**config.mk**
```make
export PLATFORM = sky130hd
export DESIGN_NAME = mf3x3_cell
export DESIGN_NICKNAME = d
export VERILOG_FILES = /design/src/hdl/mf3x3_pkg.sv /design/src/hdl/mf3x3_cell.sv
export SDC_FILE = /design/constraint.sdc
export NUM_CORES = 1
export LEC_CHECK = 0
export ABC_AREA = 1
export BUFFER_PORTS_ARGS = -buffer_cell sky130_fd_sc_hd__buf_2
export CORE_MARGIN = 1
export CORE_UTILIZATION = 40
export CTS_CLUSTER_DIAMETER = 40
export CTS_CLUSTER_SIZE = 10
export DETAILED_ROUTE_END_ITERATION = 10
export MAX_ROUTING_LAYER = met4
export PLACE_DENSITY_LB_ADDON = 0.08
export SETUP_SLACK_MARGIN = 0.5
export SYNTH_ARGS = -nofsm -noshare
export SYNTH_HDL_FRONTEND = slang
export SYNTH_SLANG_ARGS = --single-unit
```
**constraint.sdc**
```tcl
create_clock -name clock -period 1.9 [get_ports clock]
set_clock_uncertainty 0.1 [all_clocks]
set_input_delay 0.285 -clock clock [delete_from_list [all_inputs] [get_ports clock]]
set_output_delay 0.285 -clock clock [all_outputs]
set_load 0.1 [all_outputs]
```
**src/hdl/mf3x3_pkg.sv**
```systemverilog
// Shared types, constants and helper functions for the 3x3 minimum filter.
// Used by mf3x3_cell and min_filter_3x3_unit; depends on nothing else.
`timescale 1ns / 1ps
`default_nettype none

package mf3x3_pkg;

   // Image geometry limits.
   localparam int MAX_WIDTH    = 1024;
   localparam int MAX_HEIGHT   = 4095;
   localparam int MIN_SIZE     = 3;
   localparam int WIDTH_RESET  = 1024;
   localparam int HEIGHT_RESET = 768;

   // Field and register widths.
   localparam int PIX_W       = 8;
   localparam int COL_W       = $clog2(MAX_WIDTH);
   localparam int WIDTH_REG_W = 11;
   localparam int ROW_W       = 12;
   localparam int CSR_IDX_W   = 2;
   localparam int CSR_DATA_W  = 12;

   // Both line stores live side by side in one memory word.
   localparam int LINE_W = 2 * PIX_W;

   // Cells in the window chain: the two columns before the current one.
   localparam int NUM_CELLS = 2;

   // Register indexes of the configuration port.
   typedef enum logic [CSR_IDX_W-1:0] {
      CSR_IMAGE_WIDTH  = 2'd0,
      CSR_IMAGE_HEIGHT = 2'd1
   } csr_index_type;

   // Pixel value type.
   typedef logic [PIX_W-1:0] pix_type;

   // One request on its way from the accept stage to the window stage.
   typedef struct packed {
      logic                valid;
      logic                emit;
      logic                last;
      pix_type             pixel;
      logic [COL_W-1:0]    col;
      logic [COL_W-1:0]    out_col;
      logic [ROW_W-1:0]    out_row;
   } stage_type;

   // Smaller of two pixels.
   function automatic pix_type min_pix(input pix_type a, input pix_type b);
      return (a < b) ? a : b;
   endfunction

endpackage

`default_nettype wire

```
**src/hdl/mf3x3_cell.sv**
```systemverilog
// One cell of the window chain: holds the minimum of one pixel column.
// Depends on mf3x3_pkg for the pixel type and the minimum function.
`timescale 1ns / 1ps
`default_nettype none

module mf3x3_cell (
   input  wire logic               clock,
   input  wire logic               shift,
   input  wire mf3x3_pkg::pix_type min_from_prev,
   output mf3x3_pkg::pix_type      min_to_next,
   input  wire mf3x3_pkg::pix_type acc_from_prev,
   output mf3x3_pkg::pix_type      acc_to_next
);

   mf3x3_pkg::pix_type col_min_ff;
   mf3x3_pkg::pix_type col_min_in;

   // Take the neighbour's column when the window moves on by one pixel.
   always_comb begin
      col_min_in = shift ? min_from_prev : col_min_ff;
   end

   always_ff @(posedge clock) begin
      col_min_ff <= col_min_in;
   end

   // Hand the stored column on and fold it into the running minimum.
   assign min_to_next = col_min_ff;
   assign acc_to_next = mf3x3_pkg::min_pix(acc_from_prev, col_min_ff);

endmodule

`default_nettype wire

```
==> results of run 1 <==
-- kinds of logic after synthesis --
group                      count (synthesis)  synth area share [%]
AOI/OAI and AO/OA                          4                  4.04
adders and majority gates                  7                  15.7
buffers and inverters                     11                  8.74
DFF                                        8                  43.0
and+or+nand+nor                           35                  28.5
-- stage by stage --
stage	util, %	setup slack (ns)	std cells
after floorplan	-	-0.641	65
after global placement	83.2	-0.0847	120
after detailed placement	83.2	-0.135	120
==> results.md, run 1 <==
- Half-perimeter wire length of the detailed placement result: 1220 µm
- Final weighted congestion in routability-driven placement: 0.795
- Syn avg cell area: 8.59 µm²
- Most area-consuming cells after synthesis: sky130_fd_sc_hd__edfxtp_1, sky130_fd_sc_hd__ha_1, sky130_fd_sc_hd__nand2_1
- Distinct cell type count of the synthesized netlist: 11
- Area share of the leading cell type in the synthesized netlist: 43.0%
- Placed cell area: 0.00108 mm²
- Yosys warning total: 0
- # port buffers: 33
- Number of flops mapped to enable cells by yosys: 8
- Post-Syn Nets: 90
- H-tree levels: 1
- Dominant cell type by area after synthesis: sky130_fd_sc_hd__edfxtp_1
- Share of flip-flops with an asynchronous set or reset: 0%
- IO Count: 34
- Die X-Extent: 39.4 µm
- Hold buffer count at CTS: 0
- Clock buffers created by TritonCTS: 3
- Synth Cell Area: 558 µm²
- Number of sinks handled by clock tree synthesis: 8
- Number of placement rows: 13
- Most common library cells after synthesis: sky130_fd_sc_hd__nand2_1, sky130_fd_sc_hd__inv_1, sky130_fd_sc_hd__edfxtp_1, sky130_fd_sc_hd__nand3_1, sky130_fd_sc_hd__ha_1
- Outcome: stopped before the end
- Bufs on Longest Clock Path: 2
- Starting Density: 42.9%
- Clock Tree Root: sky130_fd_sc_hd__clkbuf_4
- Main flop type after synthesis: sky130_fd_sc_hd__edfxtp_1
- Last step reached: 4_1_cts
- # resized after CTS: 49
- Synthesis-stage register bit count: 8
- Height of the die: 39.4 µm
- Seq/Total Area, Yosys: 43.0%
- Run-stopping error: [ERROR DPL-0038] Utilization greater than 100%, impossible to legalize
- Post-CTS setup-driven buffer insertion count: 3
- Most used standard cell by instance count after synthesis: sky130_fd_sc_hd__nand2_1
- Post-synthesis cell count: 65
==> run 2: changes to the inputs <==
- CORE_AREA: not set -> 2 2 63 65
- CORE_MARGIN: 1 -> not set
- CORE_UTILIZATION: 40 -> not set
- CTS_CLUSTER_DIAMETER: 40 -> not set
- CTS_CLUSTER_SIZE: 10 -> not set
- DIE_AREA: not set -> 0 0 65 67
- MAX_ROUTING_LAYER: met4 -> not set
- PLACE_DENSITY_LB_ADDON: 0.08 -> 0.15
- SETUP_SLACK_MARGIN: 0.5 -> not set
==> results.md, run 2 <==
- Outcome: complete, but fails checks
- Violated checks: negative setup slack
- Final WL: 1800 µm
- Seq/Total Area, Yosys: 43.0%
- Most area-consuming cells after synthesis: sky130_fd_sc_hd__edfxtp_1, sky130_fd_sc_hd__ha_1, sky130_fd_sc_hd__nand2_1
- Fraction of layout instances using a drive strength above 1: 76.1%
- Part of the total power dissipated in combinational logic: 67.8%
- Final worst path period share: 116%
- Synthesis-stage register bit count: 8
- Final hold viol count: 0
- Yosys warning total: 0
- Data required time at the worst endpoint: 1.51 ns
- Area of the die: 0.00436 mm²
- Die X-Extent: 65 µm
- Standard cell core area: 0.00361 mm²
- Clock Tree Root: sky130_fd_sc_hd__clkbuf_8
- Max-cap violations: 0
- Bufs on Longest Clock Path: 2
- Number of inserted filler cells in the final layout: 339
- H-tree levels: 1
- Post-synthesis cell count: 65
- Highest-count cells in the layout ignoring fill and taps: sky130_fd_sc_hd__buf_2, sky130_fd_sc_hd__buf_12, sky130_fd_sc_hd__buf_4
- Height of the die: 67 µm
- Pwr Total: 1.29 mW
- RSZ-0062 raised after global routing: yes
- Power share of the sequential group: 17.2%
- Total iterations of the first detailed-routing run: 2
- Clock-pin slew on the worst setup and hold paths: 0.04 ns
- Residual DRC: 0
- Dominant cell type by area after synthesis: sky130_fd_sc_hd__edfxtp_1
- Main flop type after synthesis: sky130_fd_sc_hd__edfxtp_1
- Syn avg cell area: 8.59 µm²
- Arrival @ worst endpoint: 1.82 ns
- Largest net degree at the start of global routing: 9
- # port buffers: 33
- Flip-flop count of the largest register, all copies and words added: 8
- Hold Crit Class: in2reg
- NumNets Final: 144
- Top fanout value on the critical path: 4
- Post-DR wirelength/cell: 10.9 µm
- Headroom to the max-slew limit: 67.5%
- Leakage power total: 0.699 nW
- Number of sinks handled by clock tree synthesis: 8
- Total overflow reported by the global router: 0
- Number of flops mapped to enable cells by yosys: 8
- Startpoint type of the worst setup path: register
- Sw power: 0.610 mW
- Final weighted congestion in routability-driven placement: 0.695
- Total number of vias: 618
- Count of pins over their slew limit: 0
- Most used standard cell by instance count after synthesis: sky130_fd_sc_hd__nand2_1
- Switching portion of total power: 47.4%
- IR drop worst, VDD: 288 µV
- Antenna violations before repair: 0
- Upper clock frequency limit: 453 MHz
- Number of placement rows: 22
- Share of flip-flops with an asynchronous set or reset: 0%
- Final critical-path required period: 2.21 ns
- Via count of the first global-routing pass: 670
- Count of final setup violators: 8
- CTS tree: yes
- First-pass GRT wire length: 2890 µm
- Distinct cell type count of the synthesized netlist: 11
- Internal Power: 0.678 mW
- Synth Cell Area: 558 µm²
- Total Neg Setup Slack: -2.37 ns
- Most common cell after layout, fill and taps aside: sky130_fd_sc_hd__buf_2
- GRT Total Usage: 8.69%
- Most common library cells after synthesis: sky130_fd_sc_hd__nand2_1, sky130_fd_sc_hd__inv_1, sky130_fd_sc_hd__edfxtp_1, sky130_fd_sc_hd__nand3_1, sky130_fd_sc_hd__ha_1
- Starting Density: 15.5%
- Critical Path Sink Type: primary output
- Area share of the leading cell type in the synthesized netlist: 43.0%
- Vias per std cell: 3.75
- Inserted Diodes: 0
- Growth of design area from synthesis to finish: 171%
- Post-Syn Nets: 90
- Clock buffers created by TritonCTS: 3
- Setup WS post-layout: -0.307 ns
- Initial drt markers: 12
- Hold buffer count at CTS: 0
- Critical setup path kind: reg2out
- Core Util, Final: 42.0%
- IO Count: 34
- Remaining number of nets flagged by the antenna check after routing: 0
- Final Hold Slack: 0.140 ns
- Half-perimeter wire length of the detailed placement result: 1420 µm
- Slew at the pin closest to its max-slew limit: 0.490 ns
- Ratio of total power to cell area: 850 mW/mm²
- Share of total power in the clock network: 15.0%
==> run 2: stage by stage <==
step	setup WS, ns	instances	area (µm²)
3_5_place_dp	-0.137	154	1130
3_3_place_gp	-0.102	154	1130
2_1_floorplan	-0.641	65	717
5_1_grt	-0.393	165	1510
6_report	-0.307	165	1510
4_1_cts	-0.346	161	1380
==> run 2: worst paths after layout <==
kind	start	end	slack, ns	cells after the start
max	min_to_next[7]$_DFFE_PP_	acc_to_next[0]	-0.31	9
min	min_from_prev[5]	min_to_next[5]$_DFFE_PP_	0.14	1
==> run 2: power by group through the flow <==
stage | clock network [mW] | logic [mW] | registers (mW)
floorplan | 0 | 0.401 | 0.325
global placement | 0 | 0.716 | 0.222
detailed placement | 0 | 0.722 | 0.222
CTS | 0.201 | 0.805 | 0.221
global route | 0.210 | 0.910 | 0.222
finish | 0.194 | 0.873 | 0.221
==> run 2: metal layers <==
metal	track usage, %	wire [µm]
met1	10.1	727
met5	0	0
met3	1.69	85
met4	4.79	13
met2	14.9	975
==> run 2: what timing repair did <==
item,in CTS,in global routing
resized for setup,26,11
cloned,1,0
pin swaps,16,11
setup buffers,3,4
setup endpoints to repair,8,8
==> run 2: kinds of logic after synthesis <==
family,share of synthesized area [%]
compound gates,4.04
fa+ha+maj,15.7
buf+inv,8.74
flops,43.0
simple gates,28.5
==> run 2: layout make-up <==
class	count	area (µm²)	area share [%]
well taps	48	60.1	3.97
clock buffers	3	41.3	2.73
repair buffers	50	495	32.7
multi-input cells	46	639	42.2
flip-flops and latches	8	240	15.9
inverters	10	37.5	2.48
==> run 2: worst max-delay path, cell delays in order, from the launching register on <==
cell and delay [ns]:
sky130_fd_sc_hd__edfxtp_1 0.39, sky130_fd_sc_hd__inv_2 0.08, sky130_fd_sc_hd__ha_4 0.20, sky130_fd_sc_hd__a21oi_1 0.15
sky130_fd_sc_hd__o21a_4 0.18, sky130_fd_sc_hd__buf_12 0.13, sky130_fd_sc_hd__buf_4 0.12, sky130_fd_sc_hd__nand3_4 0.09
sky130_fd_sc_hd__nand2_8 0.08, sky130_fd_sc_hd__buf_12 0.16
Power figures use the tool's default switching activity.
==> run 3: changes to the inputs <==
- CORE_AREA: 2 2 63 65 -> 4 4 65 67
- DIE_AREA: 0 0 65 67 -> 0 0 69 71
- GPL_ROUTABILITY_DRIVEN: not set -> 0
==> results.md, run 3 (synthesis gave the netlist of run 2 again) <==
- Clock-pin slew on the worst setup and hold paths: 0.04 ns
- Starting Density: 15.4%
- Data required time at the worst endpoint: 1.51 ns
- Number of sinks handled by clock tree synthesis: 8
- Setup Slack @ Placement: -0.155 ns
- Arrival @ worst endpoint: 1.84 ns
- First-pass GRT wire length: 2990 µm
- Source of the worst hold timing path: min_from_prev[7]
- IO Count: 34
- Vias per std cell: 3.76
- Highest-count cells in the layout ignoring fill and taps: sky130_fd_sc_hd__buf_2, sky130_fd_sc_hd__nand2_4, sky130_fd_sc_hd__nand2_8, sky130_fd_sc_hd__buf_4, sky130_fd_sc_hd__buf_12
- Half-perimeter wire length of the detailed placement result: 1410 µm
- H-tree levels: 1
- Violated checks: negative setup slack
- Number of placement rows: 22
- Growth of design area from synthesis to finish: 141%
- Total Neg Setup Slack: -2.46 ns
- GRT Total Usage: 7.33%
- Setup WS post-layout: -0.323 ns
- Die X-Extent: 69 µm
- Slew at the pin closest to its max-slew limit: 0.490 ns
- Remaining number of nets flagged by the antenna check after routing: 0
- Fraction of layout instances using a drive strength above 1: 75.0%
- Most common cell after layout, fill and taps aside: sky130_fd_sc_hd__buf_2
- Max-cap violations: 0
- Initial drt markers: 9
- Core Util, Final: 37.1%
- Flip-flop count of the largest register, all copies and words added: 8
- Antenna violations before repair: 0
- Critical Path Sink Type: primary output
- IR drop worst, VDD: 440 µV
- Final worst path period share: 117%
- NumNets Final: 139
- Final critical-path required period: 2.22 ns
- Height of the die: 71 µm
- Via count of the first global-routing pass: 683
- Final WL: 1690 µm
- Standard cell core area: 0.00363 mm²
- CTS tree: yes
- Inserted Diodes: 0
- Final hold viol count: 0
- RSZ-0062 raised after global routing: yes
- Count of pins over their slew limit: 0
- Total overflow reported by the global router: 0
- Clock buffers created by TritonCTS: 3
- Residual DRC: 0
- Total iterations of the first detailed-routing run: 4
- Total number of vias: 601
- Bufs on Longest Clock Path: 2
- Leakage power total: 0.637 nW
- Ratio of total power to cell area: 890 mW/mm²
- Outcome: complete, but fails checks
- Hold Crit Class: in2reg
- Startpoint type of the worst setup path: register
- Top fanout value on the critical path: 8
- Hold path endpoint: min_to_next[7]$_DFFE_PP_
- Critical setup path kind: reg2out
- Headroom to the max-slew limit: 67.6%
- Area of the die: 0.00490 mm²
- Clock Tree Root: sky130_fd_sc_hd__clkbuf_8
- Post-DR wirelength/cell: 10.6 µm
- # port buffers: 33
- Upper clock frequency limit: 450 MHz
- Count of final setup violators: 8
- Largest net degree at the start of global routing: 10
- Worst hold path cell count: 1
run 3: cell types whose count changed in the layout (fill, tap and decap cells not counted), moves of 2 or more:
| cell | change |
|---|---|
| sky130_fd_sc_hd__buf_12 | -4 |
| sky130_fd_sc_hd__a21oi_2 | +2 |
| sky130_fd_sc_hd__nand3_2 | +7 |
| sky130_fd_sc_hd__nand3_4 | -8 |
| sky130_fd_sc_hd__nand2_4 | +2 |
run 3: cell type report:
class / count / area, µm²
Fill cell: 381 / 2290
Timing Repair Buffer: 44 / 380
Inverter: 10 / 37.5
Sequential cell: 8 / 240
Clock buffer: 3 / 41.3
Tap cell: 48 / 60.1
Multi-Input combinational cell: 47 / 587
run 3: timing repair:
action | CTS | global route
gates resized for setup | 19 | 9
endpoints found under the hold margin | 0 | 0
gates cloned | 0 | 1
hold buffers | 0 | 0
setup endpoints to repair | 8 | 8
pin swaps | 9 | 10
setup buffers | 1 | 1
run 3: worst max path at each step:
| stage | from | to | slack (ns) | cells after the start |
|---|---|---|---|---|
| floorplan | min_to_next[7]$_DFFE_PP_ | acc_to_next[0] | -0.64 | 7 |
| global placement | min_to_next[5]$_DFFE_PP_ | acc_to_next[5] | -0.13 | 8 |
| detailed placement | min_to_next[5]$_DFFE_PP_ | acc_to_next[5] | -0.15 | 8 |
| CTS | min_to_next[5]$_DFFE_PP_ | acc_to_next[7] | -0.35 | 9 |
| global route | min_to_next[7]$_DFFE_PP_ | acc_to_next[6] | -0.40 | 9 |
| finish | min_to_next[5]$_DFFE_PP_ | acc_to_next[6] | -0.32 | 9 |
run 3: critical path: stages (launching register included):
cell	delay [ns]
sky130_fd_sc_hd__edfxtp_1	0.40
sky130_fd_sc_hd__inv_2	0.09
sky130_fd_sc_hd__ha_4	0.20
sky130_fd_sc_hd__a21oi_2	0.13
sky130_fd_sc_hd__o21a_1	0.20
sky130_fd_sc_hd__buf_12	0.16
sky130_fd_sc_hd__nand2_8	0.11
sky130_fd_sc_hd__nand2_4	0.12
sky130_fd_sc_hd__nand2_8	0.05
sky130_fd_sc_hd__buf_12	0.16
run 3: power by group:
part	total [mW]	switching, mW	internal, mW	leakage [nW]
Clock	0.192	0.0554	0.136	0.0216
Sequential	0.220	0.00874	0.212	0.0783
Combinational	0.787	0.521	0.266	0.537
Total	1.20	0.585	0.614	0.637
run 3: stage by stage:
stage	area (µm²)	power, mW	hold WS, ns	std cells
3_5_place_dp	1130	0.945	0.363	154
6_report	1350	1.20	0.140	160
3_3_place_gp	1130	0.942	0.361	154
4_1_cts	1270	1.18	0.135	158
5_1_grt	1350	1.26	0.126	160
2_1_floorplan	717	0.725	0.284	65
run 3: metal layers:
metal	share of wire, %	vias up	global-route usage, %
met5	0	-	0
met2	54	17	12.4
li1	-	309	-
met4	0	0	1.95
met1	39	275	9.28
met3	6.6	0	1.85
